`config.mk`:
```
export PLATFORM = sky130hd
export DESIGN_NAME = time_triggered_task_scheduler
export DESIGN_NICKNAME = d
export VERILOG_FILES = /design/src/rtl/tts_pkg.sv /design/src/rtl/tts_table.sv /design/src/rtl/time_triggered_task_scheduler.sv
export SDC_FILE = /design/constraint.sdc
export NUM_CORES = 2
export LEC_CHECK = 0
export ABC_AREA = 1
export BUFFER_PORTS_ARGS = -buffer_cell sky130_fd_sc_hd__buf_2
export CORE_ASPECT_RATIO = 2
export CORE_MARGIN = 2
export CORE_UTILIZATION = 55
export DETAILED_ROUTE_END_ITERATION = 7
export GPL_ROUTABILITY_DRIVEN = 0
export PLACE_DENSITY_LB_ADDON = 0.15
export SETUP_SLACK_MARGIN = 0.05
export SLEW_MARGIN = 20
export SYNTH_ARGS = -nofsm -noshare
export SYNTH_HDL_FRONTEND = slang
export SYNTH_SLANG_ARGS = --single-unit
export TNS_END_PERCENT = 50
```
`constraint.sdc`:
```
create_clock -name clk -period 13.1 [get_ports clk]
set_input_delay 2.62 -clock clk [delete_from_list [all_inputs] [get_ports clk]]
set_output_delay 2.62 -clock clk [all_outputs]
set_load 0.1 [all_outputs]
```
`src/rtl/tts_pkg.sv`:
```
`timescale 1ns / 1ps
`default_nettype none
// ----------------------------------------------------------------------------
// tts_pkg
// Shared constants for the time-triggered task scheduler.
// ----------------------------------------------------------------------------
package tts_pkg;

  localparam int MAX_TASKS_DEF = 16;
  localparam int KIND_W        = 2;
  localparam int TIDX_W        = 4;
  localparam int TIME_W        = 32;

  typedef logic [KIND_W-1:0] kind_t;

  localparam kind_t KIND_ADD_OK   = 2'd0;
  localparam kind_t KIND_ADD_FULL = 2'd1;
  localparam kind_t KIND_READY    = 2'd2;
  localparam kind_t KIND_NONE     = 2'd3;

endpackage
`default_nettype wire

```
`src/rtl/tts_table.sv`:
```
`timescale 1ns / 1ps
`default_nettype none
// ----------------------------------------------------------------------------
// tts_table
// Period and countdown memories: one write port, one registered read port.
// ----------------------------------------------------------------------------
module tts_table
  import tts_pkg::*;
#(
  parameter int MAX_TASKS = MAX_TASKS_DEF,
  parameter int IW        = (MAX_TASKS > 1) ? $clog2(MAX_TASKS) : 1
) (
  input  wire               clk,
  input  wire               we_per,
  input  wire               we_cnt,
  input  wire  [IW-1:0]     waddr,
  input  wire  [TIME_W-1:0] wper,
  input  wire  [TIME_W-1:0] wcnt,
  input  wire               re,
  input  wire  [IW-1:0]     raddr,
  output logic [TIME_W-1:0] rper,
  output logic [TIME_W-1:0] rcnt
);

  logic [TIME_W-1:0] per_mem [MAX_TASKS];
  logic [TIME_W-1:0] cnt_mem [MAX_TASKS];

  always_ff @(posedge clk) begin
    if (we_per) begin
      per_mem[waddr] <= wper;
    end
    if (re) begin
      rper <= per_mem[raddr];
    end
  end

  always_ff @(posedge clk) begin
    if (we_cnt) begin
      cnt_mem[waddr] <= wcnt;
    end
    if (re) begin
      rcnt <= cnt_mem[raddr];
    end
  end

endmodule
`default_nettype wire

```
`src/rtl/time_triggered_task_scheduler.sv`:
```
`timescale 1ns / 1ps
`default_nettype none
// ----------------------------------------------------------------------------
// time_triggered_task_scheduler
// Cooperative task table: add beats append tasks while room remains, tick
// beats report ready tasks in index order.
// ----------------------------------------------------------------------------
// An add beat gives one result in the cycle after it is taken. A tick beat
// walks the used entries one per cycle while the result side does not stall,
// through the table memories (read, decrement or reload, write back). Each
// ready task gives one result beat; the final one carries last, and a tick
// with no ready task gives a single none result with last. Only one beat is
// in work at a time.
module time_triggered_task_scheduler
  import tts_pkg::*;
#(
  parameter int MAX_TASKS = MAX_TASKS_DEF
) (
  input  wire               clk,
  input  wire               rst_n,
  input  wire               in_valid,
  output logic              in_stall,
  input  wire               in_mode,
  input  wire  [TIME_W-1:0] in_task_period,
  input  wire  [TIME_W-1:0] in_start_offset,
  output logic              out_valid,
  input  wire               out_stall,
  output logic [KIND_W-1:0] out_kind,
  output logic [TIDX_W-1:0] out_task_index,
  output logic              out_last
);

  localparam int IW = (MAX_TASKS > 1) ? $clog2(MAX_TASKS) : 1;
  localparam int CW = $clog2(MAX_TASKS + 1);

  localparam logic [1:0] S_IDLE  = 2'd0;
  localparam logic [1:0] S_EVAL  = 2'd1;
  localparam logic [1:0] S_FLUSH = 2'd2;

  logic [1:0]        state_r, state_nxt;
  logic [CW-1:0]     count_r, count_nxt;
  logic [IW-1:0]     idx_r, idx_nxt;
  logic              pend_v_r, pend_v_nxt;
  logic [IW-1:0]     pend_idx_r, pend_idx_nxt;
  logic              out_v_r, out_v_nxt;
  kind_t             kind_r, kind_nxt;
  logic [TIDX_W-1:0] tidx_r, tidx_nxt;
  logic              last_r, last_nxt;

  logic              we_per, we_cnt, re;
  logic [IW-1:0]     waddr, raddr;
  logic [TIME_W-1:0] wcnt, rper, rcnt;

  logic              in_acc, out_free, hit, need_push, adv, at_end;
  logic [31:0]       idx_ext, pend_ext, cnt_ext;

  tts_table #(
    .MAX_TASKS (MAX_TASKS),
    .IW        (IW)
  ) u_table (
    .clk    (clk),
    .we_per (we_per),
    .we_cnt (we_cnt),
    .waddr  (waddr),
    .wper   (in_task_period),
    .wcnt   (wcnt),
    .re     (re),
    .raddr  (raddr),
    .rper   (rper),
    .rcnt   (rcnt)
  );

  assign in_stall       = (state_r != S_IDLE) || (out_v_r && out_stall);
  assign in_acc         = in_valid && !in_stall;
  assign out_free       = !out_v_r || !out_stall;
  assign hit            = (rcnt <= TIME_W'(1));
  assign need_push      = hit && pend_v_r;
  assign adv            = !need_push || out_free;
  assign at_end         = (idx_r == IW'(count_r - CW'(1)));
  assign idx_ext        = 32'(idx_r);
  assign pend_ext       = 32'(pend_idx_r);
  assign cnt_ext        = 32'(count_r);

  assign out_valid      = out_v_r;
  assign out_kind       = kind_r;
  assign out_task_index = tidx_r;
  assign out_last       = last_r;

  always_comb begin
    state_nxt    = state_r;
    count_nxt    = count_r;
    idx_nxt      = idx_r;
    pend_v_nxt   = pend_v_r;
    pend_idx_nxt = pend_idx_r;
    out_v_nxt    = out_v_r && out_stall;
    kind_nxt     = kind_r;
    tidx_nxt     = tidx_r;
    last_nxt     = last_r;
    we_per       = 1'b0;
    we_cnt       = 1'b0;
    waddr        = idx_r;
    wcnt         = in_start_offset;
    re           = 1'b0;
    raddr        = '0;
    case (state_r)
      S_IDLE: begin
        if (in_acc) begin
          if (!in_mode) begin
            out_v_nxt = 1'b1;
            last_nxt  = 1'b1;
            if (count_r < CW'(MAX_TASKS)) begin
              we_per    = 1'b1;
              we_cnt    = 1'b1;
              waddr     = IW'(count_r);
              count_nxt = count_r + CW'(1);
              kind_nxt  = KIND_ADD_OK;
              tidx_nxt  = cnt_ext[TIDX_W-1:0];
            end else begin
              kind_nxt  = KIND_ADD_FULL;
              tidx_nxt  = '0;
            end
          end else begin
            pend_v_nxt = 1'b0;
            idx_nxt    = '0;
            if (count_r == '0) begin
              state_nxt = S_FLUSH;
            end else begin
              re        = 1'b1;
              state_nxt = S_EVAL;
            end
          end
        end
      end
      S_EVAL: begin
        if (adv) begin
          we_cnt = 1'b1;
          wcnt   = hit ? (rper - TIME_W'(1)) : (rcnt - TIME_W'(1));
          if (need_push) begin
            out_v_nxt = 1'b1;
            kind_nxt  = KIND_READY;
            tidx_nxt  = pend_ext[TIDX_W-1:0];
            last_nxt  = 1'b0;
          end
          if (hit) begin
            pend_v_nxt   = 1'b1;
            pend_idx_nxt = idx_r;
          end
          if (at_end) begin
            state_nxt = S_FLUSH;
          end else begin
            re      = 1'b1;
            raddr   = idx_r + IW'(1);
            idx_nxt = idx_r + IW'(1);
          end
        end
      end
      S_FLUSH: begin
        if (out_free) begin
          out_v_nxt = 1'b1;
          last_nxt  = 1'b1;
          if (pend_v_r) begin
            kind_nxt = KIND_READY;
            tidx_nxt = pend_ext[TIDX_W-1:0];
          end else begin
            kind_nxt = KIND_NONE;
            tidx_nxt = '0;
          end
          pend_v_nxt = 1'b0;
          state_nxt  = S_IDLE;
        end
      end
      default: begin
        state_nxt = S_IDLE;
      end
    endcase
    if (idx_ext[31]) begin
      idx_nxt = '0;
    end
  end

  always_ff @(posedge clk) begin
    if (!rst_n) begin
      state_r  <= S_IDLE;
      count_r  <= '0;
      pend_v_r <= 1'b0;
      out_v_r  <= 1'b0;
    end else begin
      state_r  <= state_nxt;
      count_r  <= count_nxt;
      pend_v_r <= pend_v_nxt;
      out_v_r  <= out_v_nxt;
    end
  end

  always_ff @(posedge clk) begin
    idx_r      <= idx_nxt;
    pend_idx_r <= pend_idx_nxt;
    kind_r     <= kind_nxt;
    tidx_r     <= tidx_nxt;
    last_r     <= last_nxt;
  end

endmodule
`default_nettype wire

```
==> Word-level counts from Yosys, hierarchy flattened <==
Memories as Yosys holds them, arrays and structs flattened. A register that Yosys moved wholly into a read port is not among the register bits.
Cells that the tools add are included.
Widths: inputs -> output; s select.
{ "totals": {"rom_bits": 0, "output_inout_bits": 9, "inputBits": 69, "memories": 2, "latchBits": 0, "reg_bits": 24, "ramBits": 1024, "elab_cells": 124} }
{ "classes": {"div_mod_pow": 0, "n_lt_le_gt_ge": 2, "eq_ne": 12, "n_reduce_logical": 21, "bitwise_logic": 1, "muxes": 72, "addsub": 5, "shift": 0, "mul": 0} }
{ "mem_list": {"columns": ["name", "depth", "word_bits", "rd", "rd_ports_with_merged_regs", "write_ports", "line_no", "source"], "rows": [
  ["u_table.cnt_mem", 16, 32, 1, 1, 1, "tts_table.sv:26", "logic [TIME_W-1:0] cnt_mem [MAX_TASKS];"],
  ["u_table.per_mem", 16, 32, 1, 1, 1, "tts_table.sv:25", "logic [TIME_W-1:0] per_mem [MAX_TASKS];"]
]} }
{ "ops": {"columns": ["operator", "count"], "rows": [
  ["$mux 32", 3],
  ["$mux 4", 18],
  ["$sub 32x1->32 const B", 2],
  ["$le 32x1->1 const B", 1],
  ["$mux 1", 31],
  ["$mux 2", 11],
  ["$ne 2x2->1 const B", 9],
  ["$pmux 2 s3", 2],
  ["$pmux 4 s3", 1],
  ["$reduce_and 6->1", 2],
  ["$reduce_and 5->1", 2],
  ["$pmux 1 s3", 3],
  ["$pmux 4 s2", 1],
  ["$add 5x1->5 const B", 1],
  ["$logic_not 5->1", 1],
  ["$lt 5x5->1 const B", 1],
  ["$add 4x1->4 const B", 1],
  ["$eq 4x4->1", 1],
  ["$logic_not 1->1", 4],
  ["$pmux 1 s2", 2],
  ["$reduce_and 4->1", 1],
  ["$reduce_bool 2->1", 2],
  ["$sub 4x1->4 const B", 1],
  ["$logic_and 1x1->1", 3],
  ["7 further kinds", 9]
]} }

==> Logic depth before layout (Yosys ltp) <==
{ "logic_depth": {"word_depth": 8, "mapped_depth": 18, "ltp_nobuf": 17} }

==> Cells and area by module <==
Synthesis repeated with hierarchy kept, for this count alone.
{ "unflattened": {"hier_cells": 4927, "hier_area_um2": 49852.8} }
{ "by_module_without_submodules": {"columns": ["module", "seq_area_each_um2", "area_each_um2", "cells_per_inst", "n_inst"], "rows": [
  ["tts_table", 32671.3, 46025.4, 4244, 1],
  ["time_triggered_task_scheduler", 630.6, 3827.4, 683, 1]
]} }

==> Worst setup path after synthesis <==
OpenSTA, ideal clock, no wires.
{ "synth_timing": {"path_type": "input to register", "startpoint": "in out_stall", "endpoint": "reg u_table.rcnt[0] (read register of u_table.cnt_mem) (enable)", "setup_time_ns": 0.581, "path_buffers": 0, "cell_stages": 3, "arrival_time_ns": 7.571, "slack_ns": 4.948, "required_ns": 12.519, "cell_sequence": "nand2_1 nand3_1 o31ai_1"} }
{ "synth_via": {"elab_chain_len": 6} }
{ "synth_rtl": {"columns": ["item", "line_no", "source"], "rows": [
  ["start, declared", "time_triggered_task_scheduler.sv:27", "input wire out_stall,"],
  ["$logic_and 1x1->1", "time_triggered_task_scheduler.sv:73", "assign in_stall = (state_r != S_IDLE) || (out_v_r && out_stall);"],
  ["$logic_or 1x1->1", "time_triggered_task_scheduler.sv:73", null],
  ["$logic_not 1->1", "time_triggered_task_scheduler.sv:74", "assign in_acc = in_valid && !in_stall;"],
  ["$logic_and 1x1->1", "time_triggered_task_scheduler.sv:74", null],
  ["$mux 1", "time_triggered_task_scheduler.sv:107", "if (in_acc) begin"],
  ["$pmux 1 s2 *", "time_triggered_task_scheduler.sv:105", "case (state_r)"],
  ["via re", "time_triggered_task_scheduler.sv:50", "logic we_per, we_cnt, re;"],
  ["end, declared", "tts_table.sv:22", "output logic [TIME_W-1:0] rcnt"]
]} }
Mark *: on every way through the listed nets, which the timed path passes. The rest lies on a longest branch.
A chain may end at the register's enable or synchronous reset.

==> Worst setup path in the final report <==
{ "layout_timing": {"startpoint": "in out_stall", "endpoint": "reg u_table.rcnt[27] (read register of u_table.cnt_mem) (data pin)"} }
{ "layout_via": {"elab_chain_len": 6} }
{ "layout_rtl": {"columns": ["item", "line_no"], "rows": [
  ["$logic_and 1x1->1", "time_triggered_task_scheduler.sv:73"],
  ["$logic_or 1x1->1", "time_triggered_task_scheduler.sv:73"],
  ["$logic_not 1->1", "time_triggered_task_scheduler.sv:74"],
  ["$logic_and 1x1->1", "time_triggered_task_scheduler.sv:74"],
  ["$mux 1", "time_triggered_task_scheduler.sv:107"],
  ["$pmux 1 s2", "time_triggered_task_scheduler.sv:105"]
]} }
Several ways; a longest one is shown, not always the timed one.

==> impl.org <==
** Status
- Run status :: finished with violations
- Failing checks :: DRC

** Power
- Dividing total power by cell area gives a power density of 187 mW/mm2.
- IR analysis of the VDD net gives a maximum drop of 0.156 mV.
- For this design the static power due to leakage is 22.5 nW.

** Setup path
- For this run, the slowest stage of the critical path takes 0.86 ns.
- Data arrival time at the worst-slack endpoint :: 7.06 ns
- Required time of the critical path :: 13.55 ns
- Type of element capturing the critical path :: flip-flop
- Critical-path top delay cell :: buf_4
- The critical path in this run is classified as in2reg.
- The endpoint identified for the worst register-to-register timing path is u_table.rcnt[27].
- Of all nets on the critical path, the largest fanout is 63.
- In this run the critical register-to-register path is launched from u_table.rcnt[6].
- Crit path top cell by count :: buf_4
- Crit path cell chain :: buf_2 -> nand2_1 -> inv_1 -> nand4_4 -> buf_4 -> nand2_4 -> nor2_4 -> buf_4 -> buf_4 -> nand3_1 -> nand3_1 -> nand2_1
- For flop-to-flop paths, the worst setup slack is 7.23 ns.
- Measured in cells, the most critical reg-to-reg path has a length of 13.
- The worst setup path is launched from an input port.

** Synthesis
- Synthesis produced a netlist whose cell count is 5095.
- Sorting the synthesized cells by area gives the leading types as edfxtp_1, nand3_1, inv_1.
- Post-synthesis sequential element count :: 1112
- For this run, the leading register cell type out of synthesis is edfxtp_1.
- After synthesis, flip-flops and latches occupy 64.0% of the total area.
- Yosys mapped the design onto 49 distinct sky130hd cell types.
- Post-synthesis cell type with the largest combined area :: edfxtp_1
- Count of warnings emitted by yosys :: 0
- Mean instance size in the synthesized netlist :: 10.2 um2
- Post-synth EDFFs :: 1103
- After synthesis, the share of flip-flops with an asynchronous set or reset is 0%.
- The synthesized design devotes to its leading area cell type 63.7% of total area.
- The number of nets handed over by synthesis was 5175.
- The synthesized netlist occupies a cell area of 0.0520 mm2.

** Drt
- Vias per inst :: 5.83
- Wire length after detailed routing :: 143000 um
- Residual antenna-violating net count after detailed routing :: 0
- Before antenna repair, the detailed router went through 8 iterations.
- The detailed router placed 36766 vias in this run.
- After detailed routing, the average wire length per cell comes to 22.7 um.
- After the first detailed-routing iteration, the DRC count stood at 3590.
- In the routed design, unresolved DRC markers number 10.

** Floorplan
- # rows :: 159
- For this configuration, the core starts out at a cell density of 55.4%.
- The die is 221 um wide.
- I/O pins :: 78
- The die covers 0.0972 mm2.
- Measured along the y axis, the die boundary spans 439 um.
- The core region is 0.0939 mm2.

** GRT
- Gr usage total :: 29.4%
- Vias in the first global route :: 35564
- Global-route wire length before repair :: 215000 um
- Summed over all layers, the global routing overflow is 0.
- Maximum number of pins on one net before global-route repair :: 207
- The number of antenna violations at the first check in global routing is 9.

** Clock tree
- TritonCTS Buffers :: 95
- Clock latency on the worst-skew pair :: 0.70 ns
- TritonCTS clock tree :: done
- Clock-pin slew was measured on the worst setup and hold paths at 0.07 ns.
- CTS Buffer Depth :: 3
- Post-CTS timing repair inserted 0 buffers for setup.
- The clock tree synthesis step divided the H-tree into 3 levels.
- The cell sitting at the root of the clock tree is a clkbuf_16.
- Number of cells upsized or downsized after cts :: 0
- Buffers inserted to repair hold after CTS numbered 0.
- For this design, the sink count on the clock tree is 1112.

** STA
- Worst slew pin tran :: 1.18 ns
- Headroom to the max-slew limit :: 21.4%
- Achievable clock frequency :: 151 MHz
- Total negative setup slack :: 0 ns
- Number of endpoints with negative hold slack in the final report :: 0
- Setup violations remaining at the end of the flow were counted as 0.
- Setup repair after global routing left no endpoint under its margin.
- Max Slew Vio Count :: 0
- Clock skew after layout :: 0.0211 ns
- Dividing the final minimum period by the clock period gives 50.4%.
- Min Tclk post-route :: 6.61 ns

** Layout
- Top library cells by usage in the layout, fill and taps aside :: edfxtp_1, inv_1, nand2_1
- Final Core Density :: 59.3%
- Relative to the synthesized area, the layout overhead comes to 7.12%.
- Leaving out fill and tap cells, the most frequent cell in the layout is edfxtp_1.
- Share of layout cells above drive strength 1 :: 7.57%
- Post-layout nets :: 5107

** Job
- Max-cap check violation count :: 0

** Hold path
- Cells on Worst Hold Path :: 0
- The startpoint identified for the worst hold timing path is idx_r[3].
- For hold timing, the worst endpoint is pend_idx_r[3].
- Worst min-delay path class :: reg2reg

** Place
- Input and output buffers added on the ports amount to 77.
- Detailed placement finished with a half-perimeter wire length of 79200 um.
==> per-layer routing <==
| metal | vias to the layer above | part of all wire (%) | global-route usage, % |
|---|---|---|---|
| li1 | 17004 | - | - |
| met1 | 17921 | 36 | 33.7 |
| met4 | 8 | 6.4 | 17.8 |
| met5 | - | 0.029 | 0 |
| met2 | 1417 | 51 | 52.3 |
| met3 | 416 | 6.2 | 4.01 |
==> cells by family (layout without fill, tap and decap cells) <==
logic type,count (synthesis),in the layout,share of synthesized area (%)
xor gates and xnor gates,40,40,0.674
buffers and inverters,1187,1192,10.6
and+or+nand+nor,2633,2633,23.3
DFF,1112,1112,64.0
AOI/OAI and AO/OA,112,112,1.18
adders and majority gates,11,11,0.265
other,0,3,0
==> synth_stat cells, drive strengths merged, types with 15 or more instances <==
cell / count
xor2: 24
edfxtp: 1103
nand3: 677
buf: 183
nor3: 15
xnor2: 16
nor2: 671
a21oi: 27
o21ai: 61
inv: 864
nand2: 799
clkbuf: 130
nand4: 461
==> report_power, final <==
part | switching, mW | leakage [nW] | internal (mW)
clock network | 1.27 | 1.47 | 1.57
logic | 2.27 | 11.0 | 0.698
registers | 0.221 | 10.0 | 4.42
==> worst max-delay path by stage <==
| stage | endpoint | slack, ns | depth (start not counted) | start |
|---|---|---|---|---|
| detailed placement | u_table.rcnt[0] | 5.84 | 12 | out_stall |
| global placement | u_table.rcnt[27] | 5.88 | 12 | out_stall |
| CTS | u_table.rper[8] | 6.58 | 12 | out_stall |
| global route | u_table.rper[15] | 6.29 | 12 | out_stall |
| finish | u_table.rcnt[27] | 6.49 | 12 | out_stall |
| floorplan | u_table.rcnt[0] | 4.95 | 3 | out_stall |
==> stage by stage <==
step	setup slack [ns]	hold slack (ns)	area [um2]	cells	power, mW
after floorplan	4.95	0.474	52000	5095	6.76
after global placement	5.88	0.505	52600	6136	7.61
after detailed placement	5.84	0.493	52600	6137	7.65
after CTS	6.58	0.526	55700	6307	10.5
after global routing	6.29	0.534	55700	6309	10.9
final	6.49	0.531	55700	6310	10.4
==> critical path: cells and delay by family <==
kind                   cells  cell delay, ns
and+or+nand+nor            7            1.72
buffers and inverters      5            2.58
==> state kept, by name (all words and copies together), names as in the netlist <==
signal	flops
u_table.cnt_mem	512
u_table.per_mem	512
u_table.rcnt	32
u_table.rper	32
count_r	5
idx_r	4
out_task_index	4
pend_idx_r	4
out_kind	2
state_r	2
out_last	1
out_valid	1
pend_v_r	1
==> cell type report <==
class,instances,area [um2]
Antenna cell,3,7.51
Clock buffer,113,2490
Clock inverter,57,546
Fill cell,7744,38200
Inverter,866,3280
Multi-Input combinational cell,2796,13500
Sequential cell,1112,33300
Tap cell,1207,1510
Timing Repair Buffer,156,1070
Power figures use the tool's default switching activity.
